--- config.mk ---
export PLATFORM = sky130hd
export DESIGN_NAME = ascii_frame_delimiter_deframer_top_flat
export DESIGN_NICKNAME = d
export VERILOG_FILES = /design/src/rtl/afd_pkg.sv /design/src/rtl/afd_if.sv /design/src/rtl/afd_front.sv /design/src/rtl/afd_queue.sv /design/src/rtl/afd_back.sv /design/src/rtl/ascii_frame_delimiter_deframer_top.sv /design/src/flat_wrapper.sv
export SDC_FILE = /design/constraint.sdc
export NUM_CORES = 1
export LEC_CHECK = 0
export BUFFER_PORTS_ARGS = -buffer_cell sky130_fd_sc_hd__buf_2
export CAP_MARGIN = 20
export CELL_PAD_IN_SITES_DETAIL_PLACEMENT = 1
export CELL_PAD_IN_SITES_GLOBAL_PLACEMENT = 1
export CORE_ASPECT_RATIO = 0.6
export CORE_MARGIN = 3
export CORE_UTILIZATION = 56
export DETAILED_ROUTE_END_ITERATION = 16
export GPL_ROUTABILITY_DRIVEN = 0
export GPL_TIMING_DRIVEN = 0
export PLACE_DENSITY_LB_ADDON = 0.1
export SYNTH_ARGS = -nofsm -noshare
export SYNTH_HDL_FRONTEND = slang
export SYNTH_SLANG_ARGS = --single-unit
export TNS_END_PERCENT = 20
--- constraint.sdc ---
create_clock -name clk -period 4.5 [get_ports clk]
set_clock_uncertainty 0.15 [all_clocks]
set_input_delay 1.125 -clock clk [delete_from_list [all_inputs] [get_ports clk]]
set_output_delay 1.125 -clock clk [all_outputs]
set_load 0.01 [all_outputs]
--- src/rtl/afd_pkg.sv ---
// Shared constants and types for the delimited frame extractor.
package afd_pkg;

  localparam int unsigned BUFFER_BYTES_DEF = 64;
  localparam int unsigned MAX_BYTES        = 64;
  localparam int unsigned MAX_IDX_W        = $clog2(MAX_BYTES);
  localparam int unsigned MAX_LEN_W        = $clog2(MAX_BYTES + 1);
  localparam int unsigned NUM_BANKS        = 2;
  localparam int unsigned QUEUE_DEPTH      = 2;

  localparam logic [7:0] START_MARK = 8'h24;
  localparam logic [7:0] END_MARK   = 8'h23;

  typedef struct packed {
    logic                 en;
    logic                 bank;
    logic [MAX_IDX_W-1:0] idx;
    logic [7:0]           data;
  } store_wr_t;

  typedef struct packed {
    logic                 bank;
    logic [MAX_LEN_W-1:0] len;
  } frame_desc_t;

endpackage

--- src/rtl/afd_if.sv ---
// Valid/ready channel interfaces for received bytes and frame bytes.
interface afd_rx_if;
  logic       valid;
  logic       ready;
  logic [7:0] rx_byte;

  modport source (output valid, output rx_byte, input ready);
  modport sink (input valid, input rx_byte, output ready);
endinterface

interface afd_frame_if;
  logic       valid;
  logic       ready;
  logic [7:0] frame_byte;
  logic       frame_last;

  modport source (output valid, output frame_byte, output frame_last, input ready);
  modport sink (input valid, input frame_byte, input frame_last, output ready);
endinterface

--- src/rtl/afd_front.sv ---
// Front end: tracks fill count and start flag, writes frame bytes, posts finished frames.
module afd_front #(
  parameter int unsigned BUFFER_BYTES = afd_pkg::BUFFER_BYTES_DEF
) (
  input  logic                  clk,
  input  logic                  rst,
  afd_rx_if.sink                rx,
  output afd_pkg::store_wr_t    store_wr,
  output afd_pkg::frame_desc_t  push_desc,
  output logic                  push_valid,
  input  logic                  push_ready,
  input  logic                  release_bank
);
  import afd_pkg::*;

  localparam int unsigned LEN_W = $clog2(BUFFER_BYTES + 1);
  localparam int unsigned IDX_W = $clog2(BUFFER_BYTES);
  localparam logic [LEN_W-1:0] CAP = LEN_W'(BUFFER_BYTES);
  localparam logic [1:0] BANKS_BUSY = 2'(NUM_BANKS);

  logic [LEN_W-1:0] fill_count, fill_count_next;
  logic [LEN_W-1:0] frame_length, frame_length_next;
  logic [LEN_W-1:0] fc0, fl0, fl_inc;
  logic             started, started_next, st0;
  logic             bank, bank_next;
  logic [1:0]       pending, pending_next;
  logic             accept, is_start, is_end, clr;

  assign rx.ready = (pending != BANKS_BUSY) && push_ready;
  assign accept   = rx.valid && rx.ready;
  assign is_start = (rx.rx_byte == START_MARK);
  assign is_end   = (rx.rx_byte == END_MARK);
  assign clr      = (fill_count >= CAP);
  assign fc0      = clr ? '0 : fill_count;
  assign fl0      = clr ? '0 : frame_length;
  assign st0      = clr ? 1'b0 : started;
  assign fl_inc   = fl0 + LEN_W'(1);

  always_comb begin
    fill_count_next   = fill_count;
    frame_length_next = frame_length;
    started_next      = started;
    bank_next         = bank;
    store_wr          = '0;
    push_valid        = 1'b0;
    push_desc.bank    = bank;
    push_desc.len     = MAX_LEN_W'(fl_inc);
    if (accept) begin
      fill_count_next   = fc0 + LEN_W'(1);
      frame_length_next = fl0;
      started_next      = st0;
      store_wr.bank     = bank;
      store_wr.data     = rx.rx_byte;
      if (!st0) begin
        if (is_start) begin
          started_next      = 1'b1;
          frame_length_next = LEN_W'(1);
          store_wr.en       = 1'b1;
          store_wr.idx      = '0;
        end
      end else begin
        store_wr.en  = 1'b1;
        store_wr.idx = MAX_IDX_W'(fl0[IDX_W-1:0]);
        if (is_end) begin
          push_valid        = 1'b1;
          bank_next         = !bank;
          fill_count_next   = '0;
          frame_length_next = '0;
          started_next      = 1'b0;
        end else if (fl_inc >= CAP) begin
          fill_count_next   = '0;
          frame_length_next = '0;
          started_next      = 1'b0;
        end else begin
          frame_length_next = fl_inc;
        end
      end
    end
  end

  always_comb begin
    unique case ({push_valid, release_bank})
      2'b10:   pending_next = pending + 2'd1;
      2'b01:   pending_next = pending - 2'd1;
      default: pending_next = pending;
    endcase
  end

  always_ff @(posedge clk) begin
    if (rst) begin
      fill_count   <= '0;
      frame_length <= '0;
      started      <= 1'b0;
      bank         <= 1'b0;
      pending      <= '0;
    end else begin
      fill_count   <= fill_count_next;
      frame_length <= frame_length_next;
      started      <= started_next;
      bank         <= bank_next;
      pending      <= pending_next;
    end
  end

  a_pending_bound: assert property (@(posedge clk) disable iff (rst)
    pending <= BANKS_BUSY)
    else $error("more frames pending than banks");

  a_length_in_fill: assert property (@(posedge clk) disable iff (rst)
    frame_length <= fill_count)
    else $error("frame length exceeds fill count");

  a_idle_empty: assert property (@(posedge clk) disable iff (rst)
    !started |-> frame_length == '0)
    else $error("frame bytes held without a start");

  a_push_room: assert property (@(posedge clk) disable iff (rst)
    push_valid |-> push_ready && pending != BANKS_BUSY)
    else $error("frame posted with no free bank");

endmodule

--- src/rtl/afd_queue.sv ---
// Short queue of finished-frame descriptors between front and back.
module afd_queue (
  input  logic                  clk,
  input  logic                  rst,
  input  afd_pkg::frame_desc_t  push_desc,
  input  logic                  push_valid,
  output logic                  push_ready,
  output afd_pkg::frame_desc_t  pop_desc,
  output logic                  pop_valid,
  input  logic                  pop_ready
);
  import afd_pkg::*;

  localparam int unsigned PTR_W = $clog2(QUEUE_DEPTH);
  localparam int unsigned CNT_W = $clog2(QUEUE_DEPTH + 1);
  localparam logic [PTR_W-1:0] PTR_LAST = PTR_W'(QUEUE_DEPTH - 1);

  frame_desc_t       entries [QUEUE_DEPTH];
  logic [PTR_W-1:0]  wr_ptr, rd_ptr;
  logic [CNT_W-1:0]  count;
  logic              do_push, do_pop;

  assign push_ready = (count != CNT_W'(QUEUE_DEPTH));
  assign pop_valid  = (count != '0);
  assign pop_desc   = entries[rd_ptr];
  assign do_push    = push_valid && push_ready;
  assign do_pop     = pop_valid && pop_ready;

  always_ff @(posedge clk) begin
    if (do_push) begin
      entries[wr_ptr] <= push_desc;
    end
  end

  always_ff @(posedge clk) begin
    if (rst) begin
      wr_ptr <= '0;
      rd_ptr <= '0;
      count  <= '0;
    end else begin
      if (do_push) begin
        wr_ptr <= (wr_ptr == PTR_LAST) ? '0 : wr_ptr + PTR_W'(1);
      end
      if (do_pop) begin
        rd_ptr <= (rd_ptr == PTR_LAST) ? '0 : rd_ptr + PTR_W'(1);
      end
      unique case ({do_push, do_pop})
        2'b10:   count <= count + CNT_W'(1);
        2'b01:   count <= count - CNT_W'(1);
        default: count <= count;
      endcase
    end
  end

endmodule

--- src/rtl/afd_back.sv ---
// Back end: double-banked frame store and the frame dump to the output channel.
module afd_back #(
  parameter int unsigned BUFFER_BYTES = afd_pkg::BUFFER_BYTES_DEF
) (
  input  logic                  clk,
  input  logic                  rst,
  input  afd_pkg::store_wr_t    store_wr,
  input  afd_pkg::frame_desc_t  pop_desc,
  input  logic                  pop_valid,
  output logic                  pop_ready,
  output logic                  release_bank,
  afd_frame_if.source           frame
);
  import afd_pkg::*;

  localparam int unsigned LEN_W = $clog2(BUFFER_BYTES + 1);
  localparam int unsigned IDX_W = $clog2(BUFFER_BYTES);

  logic [7:0]       mem [NUM_BANKS][BUFFER_BYTES];
  logic             active, rd_bank;
  logic [LEN_W-1:0] rd_len, rd_cnt, cnt_inc;
  logic             rv, rlast;
  logic [7:0]       rdata;
  logic             ov, olast;
  logic [7:0]       obyte;
  logic             adv, issue, last_rd, do_pop;

  assign adv          = !ov || frame.ready;
  assign issue        = active && (!rv || adv);
  assign cnt_inc      = rd_cnt + LEN_W'(1);
  assign last_rd      = (cnt_inc == rd_len);
  assign pop_ready    = !active;
  assign do_pop       = pop_valid && pop_ready;
  assign release_bank = issue && last_rd;

  assign frame.valid      = ov;
  assign frame.frame_byte = obyte;
  assign frame.frame_last = olast;

  always_ff @(posedge clk) begin
    if (store_wr.en) begin
      mem[store_wr.bank][store_wr.idx[IDX_W-1:0]] <= store_wr.data;
    end
  end

  always_ff @(posedge clk) begin
    if (issue) begin
      rdata <= mem[rd_bank][rd_cnt[IDX_W-1:0]];
      rlast <= last_rd;
    end
    if (rv && adv) begin
      obyte <= rdata;
      olast <= rlast;
    end
    if (do_pop) begin
      rd_bank <= pop_desc.bank;
      rd_len  <= pop_desc.len[LEN_W-1:0];
    end
  end

  always_ff @(posedge clk) begin
    if (rst) begin
      active <= 1'b0;
      rd_cnt <= '0;
      rv     <= 1'b0;
      ov     <= 1'b0;
    end else begin
      if (do_pop) begin
        active <= 1'b1;
        rd_cnt <= '0;
      end else if (issue) begin
        rd_cnt <= cnt_inc;
        if (last_rd) begin
          active <= 1'b0;
        end
      end
      if (issue) begin
        rv <= 1'b1;
      end else if (adv) begin
        rv <= 1'b0;
      end
      if (adv) begin
        ov <= rv;
      end
    end
  end

  a_cnt_in_frame: assert property (@(posedge clk) disable iff (rst)
    active |-> rd_cnt < rd_len)
    else $error("read index past frame length");

  a_release_ends: assert property (@(posedge clk) disable iff (rst)
    release_bank |=> !active)
    else $error("dump still active after bank release");

  a_read_hold: assert property (@(posedge clk) disable iff (rst)
    (rv && !adv) |=> rv && $stable(rdata) && $stable(rlast))
    else $error("read stage lost an item under stall");

endmodule

--- src/rtl/ascii_frame_delimiter_deframer_top.sv ---
// Top level of the '$'...'#' delimited frame extractor.
//
// Channels: rx takes one received byte per item; frame gives one item per
// byte of each completed frame, '$' first, with frame_last set on the '#'.
// Bytes before a '$' count toward the buffer fill but produce nothing.
// A frame that does not close within BUFFER_BYTES bytes is dropped.
// Throughput: one received byte per cycle unless rx is held off. Frame bytes
// leave at one per cycle unless frame stalls, idle between frames while the
// next descriptor loads. A closed frame's descriptor goes through the queue;
// its '$' then passes the read stage and output register onto frame. The frame
// store has two banks: one fills while the other is dumped. rx is held off
// only while both banks hold frames not yet read out: when a frame closes
// before the one ahead is read out, as when the receiver stalls frame.
// A stall on frame holds the output item; the read stage behind it holds too.
// Reset (rst, synchronous) empties the buffer, the descriptor queue and the
// output stage; frame store contents are not cleared.
module ascii_frame_delimiter_deframer_top #(
  parameter int unsigned BUFFER_BYTES = afd_pkg::BUFFER_BYTES_DEF
) (
  input  logic         clk,
  input  logic         rst,
  afd_rx_if.sink       rx,
  afd_frame_if.source  frame
);
  import afd_pkg::*;

  store_wr_t   store_wr;
  frame_desc_t push_desc, pop_desc;
  logic        push_valid, push_ready;
  logic        pop_valid, pop_ready;
  logic        release_bank;

  afd_front #(
    .BUFFER_BYTES (BUFFER_BYTES)
  ) u_front (
    .clk          (clk),
    .rst          (rst),
    .rx           (rx),
    .store_wr     (store_wr),
    .push_desc    (push_desc),
    .push_valid   (push_valid),
    .push_ready   (push_ready),
    .release_bank (release_bank)
  );

  afd_queue u_queue (
    .clk        (clk),
    .rst        (rst),
    .push_desc  (push_desc),
    .push_valid (push_valid),
    .push_ready (push_ready),
    .pop_desc   (pop_desc),
    .pop_valid  (pop_valid),
    .pop_ready  (pop_ready)
  );

  afd_back #(
    .BUFFER_BYTES (BUFFER_BYTES)
  ) u_back (
    .clk          (clk),
    .rst          (rst),
    .store_wr     (store_wr),
    .pop_desc     (pop_desc),
    .pop_valid    (pop_valid),
    .pop_ready    (pop_ready),
    .release_bank (release_bank),
    .frame        (frame)
  );

endmodule
--- src/flat_wrapper.sv ---
// flat-port wrapper written by rule: the top's interface ports become plain ports
module ascii_frame_delimiter_deframer_top_flat import afd_pkg::*;
#(
  parameter int unsigned BUFFER_BYTES = afd_pkg::BUFFER_BYTES_DEF
)
  (clk, rst, rx_valid, rx_rx_byte, rx_ready, frame_valid, frame_frame_byte, frame_frame_last, frame_ready);
  afd_rx_if rx_i ();
  afd_frame_if frame_i ();
  input  logic clk;
  input  logic rst;
  input wire logic [$bits(rx_i.valid)-1:0] rx_valid;
  input wire logic [$bits(rx_i.rx_byte)-1:0] rx_rx_byte;
  output wire logic [$bits(rx_i.ready)-1:0] rx_ready;
  output wire logic [$bits(frame_i.valid)-1:0] frame_valid;
  output wire logic [$bits(frame_i.frame_byte)-1:0] frame_frame_byte;
  output wire logic [$bits(frame_i.frame_last)-1:0] frame_frame_last;
  input wire logic [$bits(frame_i.ready)-1:0] frame_ready;
  assign rx_i.valid = rx_valid;
  assign rx_i.rx_byte = rx_rx_byte;
  assign rx_ready = rx_i.ready;
  assign frame_valid = frame_i.valid;
  assign frame_frame_byte = frame_i.frame_byte;
  assign frame_frame_last = frame_i.frame_last;
  assign frame_i.ready = frame_ready;
  ascii_frame_delimiter_deframer_top #(.BUFFER_BYTES(BUFFER_BYTES)) u_core (.clk(clk), .rst(rst), .rx(rx_i), .frame(frame_i));
endmodule
==> metrics.cfg <==
[setup_path]
cp_max_fo=10
crit_start=u_core.u_queue.count[1]$_SDFFE_PP0P_
crit_type=register to register
cp.required_ns=4.64
worst_setup_path_end_kind=register
crit_arrival_ns=4.58
cp-start-kind=register
r2r_start=u_core.u_queue.count[1]$_SDFFE_PP0P_

[synthesis]
synth_edf_count=1066
synth_top_cell_area_share=0.747
ys_seq_area_frac=0.762
async_flop_share=0
synth_area_um2=42900
ys_warn_count=0
ys_types=54
yosys.area.top_type=edfxtp_1
synth-main-ff-cell=edfxtp_1
synth.avg_cell_area_um2=21.3
syn_inst=2011
synth_area_leaders=edfxtp_1 75%, mux4_2 16%, dfxtp_1 1.5%
syn_nets=2028
yosys_register_bits=1098

[global_route]
grt_pass1_vias=22300
grt_use_total=0.303
grt_antenna_before_repair=3
grt-ovfl-total=0
grt_start_max_net_pins=97
grt_pass1_wl_mm=168

[detailed_routing]
routed_wirelength_mm=118
drtIter0Drc=3857
wl_per_cell_um=36.7
vias=22200
drc=0
drtPass1Iterations=5
drtAntennaViolNets=0
vias_per_cell=6.92

[clock_network]
cts_buffer_depth=3
worstSkewPairLatency_ns=0.70
cts_resized=0
post_cts.repair.setup_buffers=0
clock_sinks=1098
path_clk_slew_ns=0.07
cts_root_buffer=clkbuf_16
ctsHoldBuffers=0
cts_tree=done
cts-buffers-inserted=96
h-tree-depth=3

[sta]
hold_viol=0
worst_slack_ns=0.0616
worst_hold_slack_ns=0.273
setup_viol=0
min_period_ns=4.44
rsz0062_at_grt=false
post-route-period-util=0.986
worst_pin_slew_ns=1.22
slew_viol_final=0
fmax_ghz=0.225
slew_headroom=0.189

[floorplan]
dieArea_um2=80000
rows=77
start_util=0.574
die_w_um=363
die_y_um=220
io-pin-count=23
core_um2=74700

[power]
peakVddDrop_mv=0.447
powerDensity_nw_per_um2=405
power_leakage_nw=16.0
total_power_mw=19.2

[min_path]
hold_class=register to register
min_from=u_core.u_back.rdata[4]$_DFFE_PP_

[cells_and_area]
instances_no_fill=3215
nNetsFinal=2171
fillCellCount=5966
drive_gt1_frac=0.248
final_util=0.636
area_growth_pct=10.8

[place]
port_buffers=21
pre_cts_ws_ns=-0.555
dp_hpwl_mm=80.4
dp_cells=3037

[run_status]
run_status=complete, no violations

[run]
maxCapViolations=0

power by group:
part | total (mW) | leakage [nW] | switching, mW | internal [mW]
Sequential | 11.2 | 11.1 | 0.00269 | 11.2
Combinational | 0.225 | 3.49 | 0.187 | 0.0376
Clock | 7.79 | 1.40 | 3.62 | 4.17
Total | 19.2 | 16.0 | 3.81 | 15.4
per-stage QoR:
step           instance area (um2)  TNS [ns]
2_1_floorplan                42900         0
6_report                     47500         0
5_1_grt                      47500         0
4_1_cts                      47400         0
3_3_place_gp                 44200  -2016.70
3_5_place_dp                 44600    -57.57
final cells by class:
cell class | instances | area, um2 | area share
Sequential cell | 1098 | 32700 | 0.688
Multi-Input combinational cell | 788 | 9650 | 0.203
Clock buffer | 120 | 2540 | 0.0536
Tap cell | 987 | 1230 | 0.0260
Buffer | 116 | 551 | 0.0116
Timing Repair Buffer | 45 | 504 | 0.0106
Clock inverter | 51 | 320 | 0.00675
Inverter | 9 | 33.8 | 0.000711
Antenna cell | 1 | 2.50 | 0.0000527
synth_stat cells (all sizes together), types with 3 or more instances:
master and count:
mux2i 26, o21ai 15, edfxtp 1066, nand2b 8
nand2 28, nor2b 12, and2 10, xor2 10
or3 16, nor4 9, clkbuf 57, nand3b 4
nand4 6, nor2 163, o31ai 3, xnor2 15
nand3 22, a21oi 29, buf 59, mux4 304
ha 5, mux2 11, inv 9, and3 4
nor3 15, or2 9, o22ai 37, dfxtp 32
per-layer routing:
metal	wire (um)	global-route usage	vias up
li1	-	-	8636
met3	15700	0.101	180
met1	49600	0.477	12000
met4	2830	0.0700	2
met5	13	0	-
met2	49900	0.415	1459
path summary, 6_finish.rpt:
path | endpoint | slack (ns) | cells after the start
setup / recovery | u_core.u_back.mem[0][133]$_DFFE_PP_ | 0.06 | 6
hold / removal | u_core.u_back.frame.frame_byte[4]$_DFFE_PP_ | 0.27 | 0
setup reg to reg | u_core.u_back.mem[0][133]$_DFFE_PP_ | 0.06 | 6
hold reg to reg | u_core.u_back.frame.frame_byte[4]$_DFFE_PP_ | 0.27 | 0
sequential cells by signal, summed over array words and instances, names as in the netlist:
register / flops
u_core.u_back.mem: 1024
u_core.u_back.frame.frame_last: 1
u_core.u_front.frame_length: 7
u_core.u_back.rlast: 1
u_core.u_queue.wr_ptr: 1
u_core.u_back.rv: 1
u_core.u_queue.entries: 16
u_core.u_back.frame.frame_byte: 8
u_core.u_front.fill_count: 7
u_core.u_front.started: 1
u_core.u_front.bank: 1
u_core.u_front.pending: 2
u_core.u_back.frame.valid: 1
u_core.u_back.rd_bank: 1
u_core.u_back.rdata: 8
u_core.u_back.rd_len: 7
u_core.u_back.active: 1
u_core.u_queue.count: 2
u_core.u_back.rd_cnt: 7
u_core.u_queue.rd_ptr: 1
worst max-delay path: stages (launching register included):
cell and delay (ns):
dfxtp_1 0.37, inv_1 0.09, o221a_2 0.38, nand2_1 0.18, clkbuf_1 0.54, nand4_1 1.04, nor2_1 1.30
logic make-up after synthesis:
logic type      synth area share
simple gates              0.0347
fa+ha+maj                0.00146
buf+inv                   0.0136
mux                        0.169
flops                      0.762
xor+xnor                 0.00511
compound gates            0.0144
placed cells by master, fill, tap and decap left out, types with 9 or more instances in the layout:
master | netlist | layout
edfxtp_1 | 1066 | 1066
mux4_2 | 304 | 304
nor2_1 | 163 | 163
clkbuf_16 | 0 | 98
clkbuf_1 | 57 | 78
buf_2 | 35 | 60
o22ai_1 | 37 | 37
dfxtp_1 | 32 | 32
nand2_1 | 28 | 28
a21oi_1 | 29 | 28
clkinv_1 | 0 | 27
mux2i_1 | 26 | 26
nand3_1 | 22 | 22
or3_1 | 16 | 16
clkinv_2 | 0 | 16
xnor2_1 | 15 | 15
o21ai_0 | 14 | 14
nor3_1 | 15 | 14
nor2b_1 | 12 | 12
buf_6 | 6 | 11
buf_1 | 11 | 11
mux2_2 | 11 | 11
xor2_1 | 10 | 10
buf_4 | 7 | 9
nor4_1 | 9 | 9
buf_16 | 0 | 9
No activity file was read; power rests on OpenSTA's default activity.
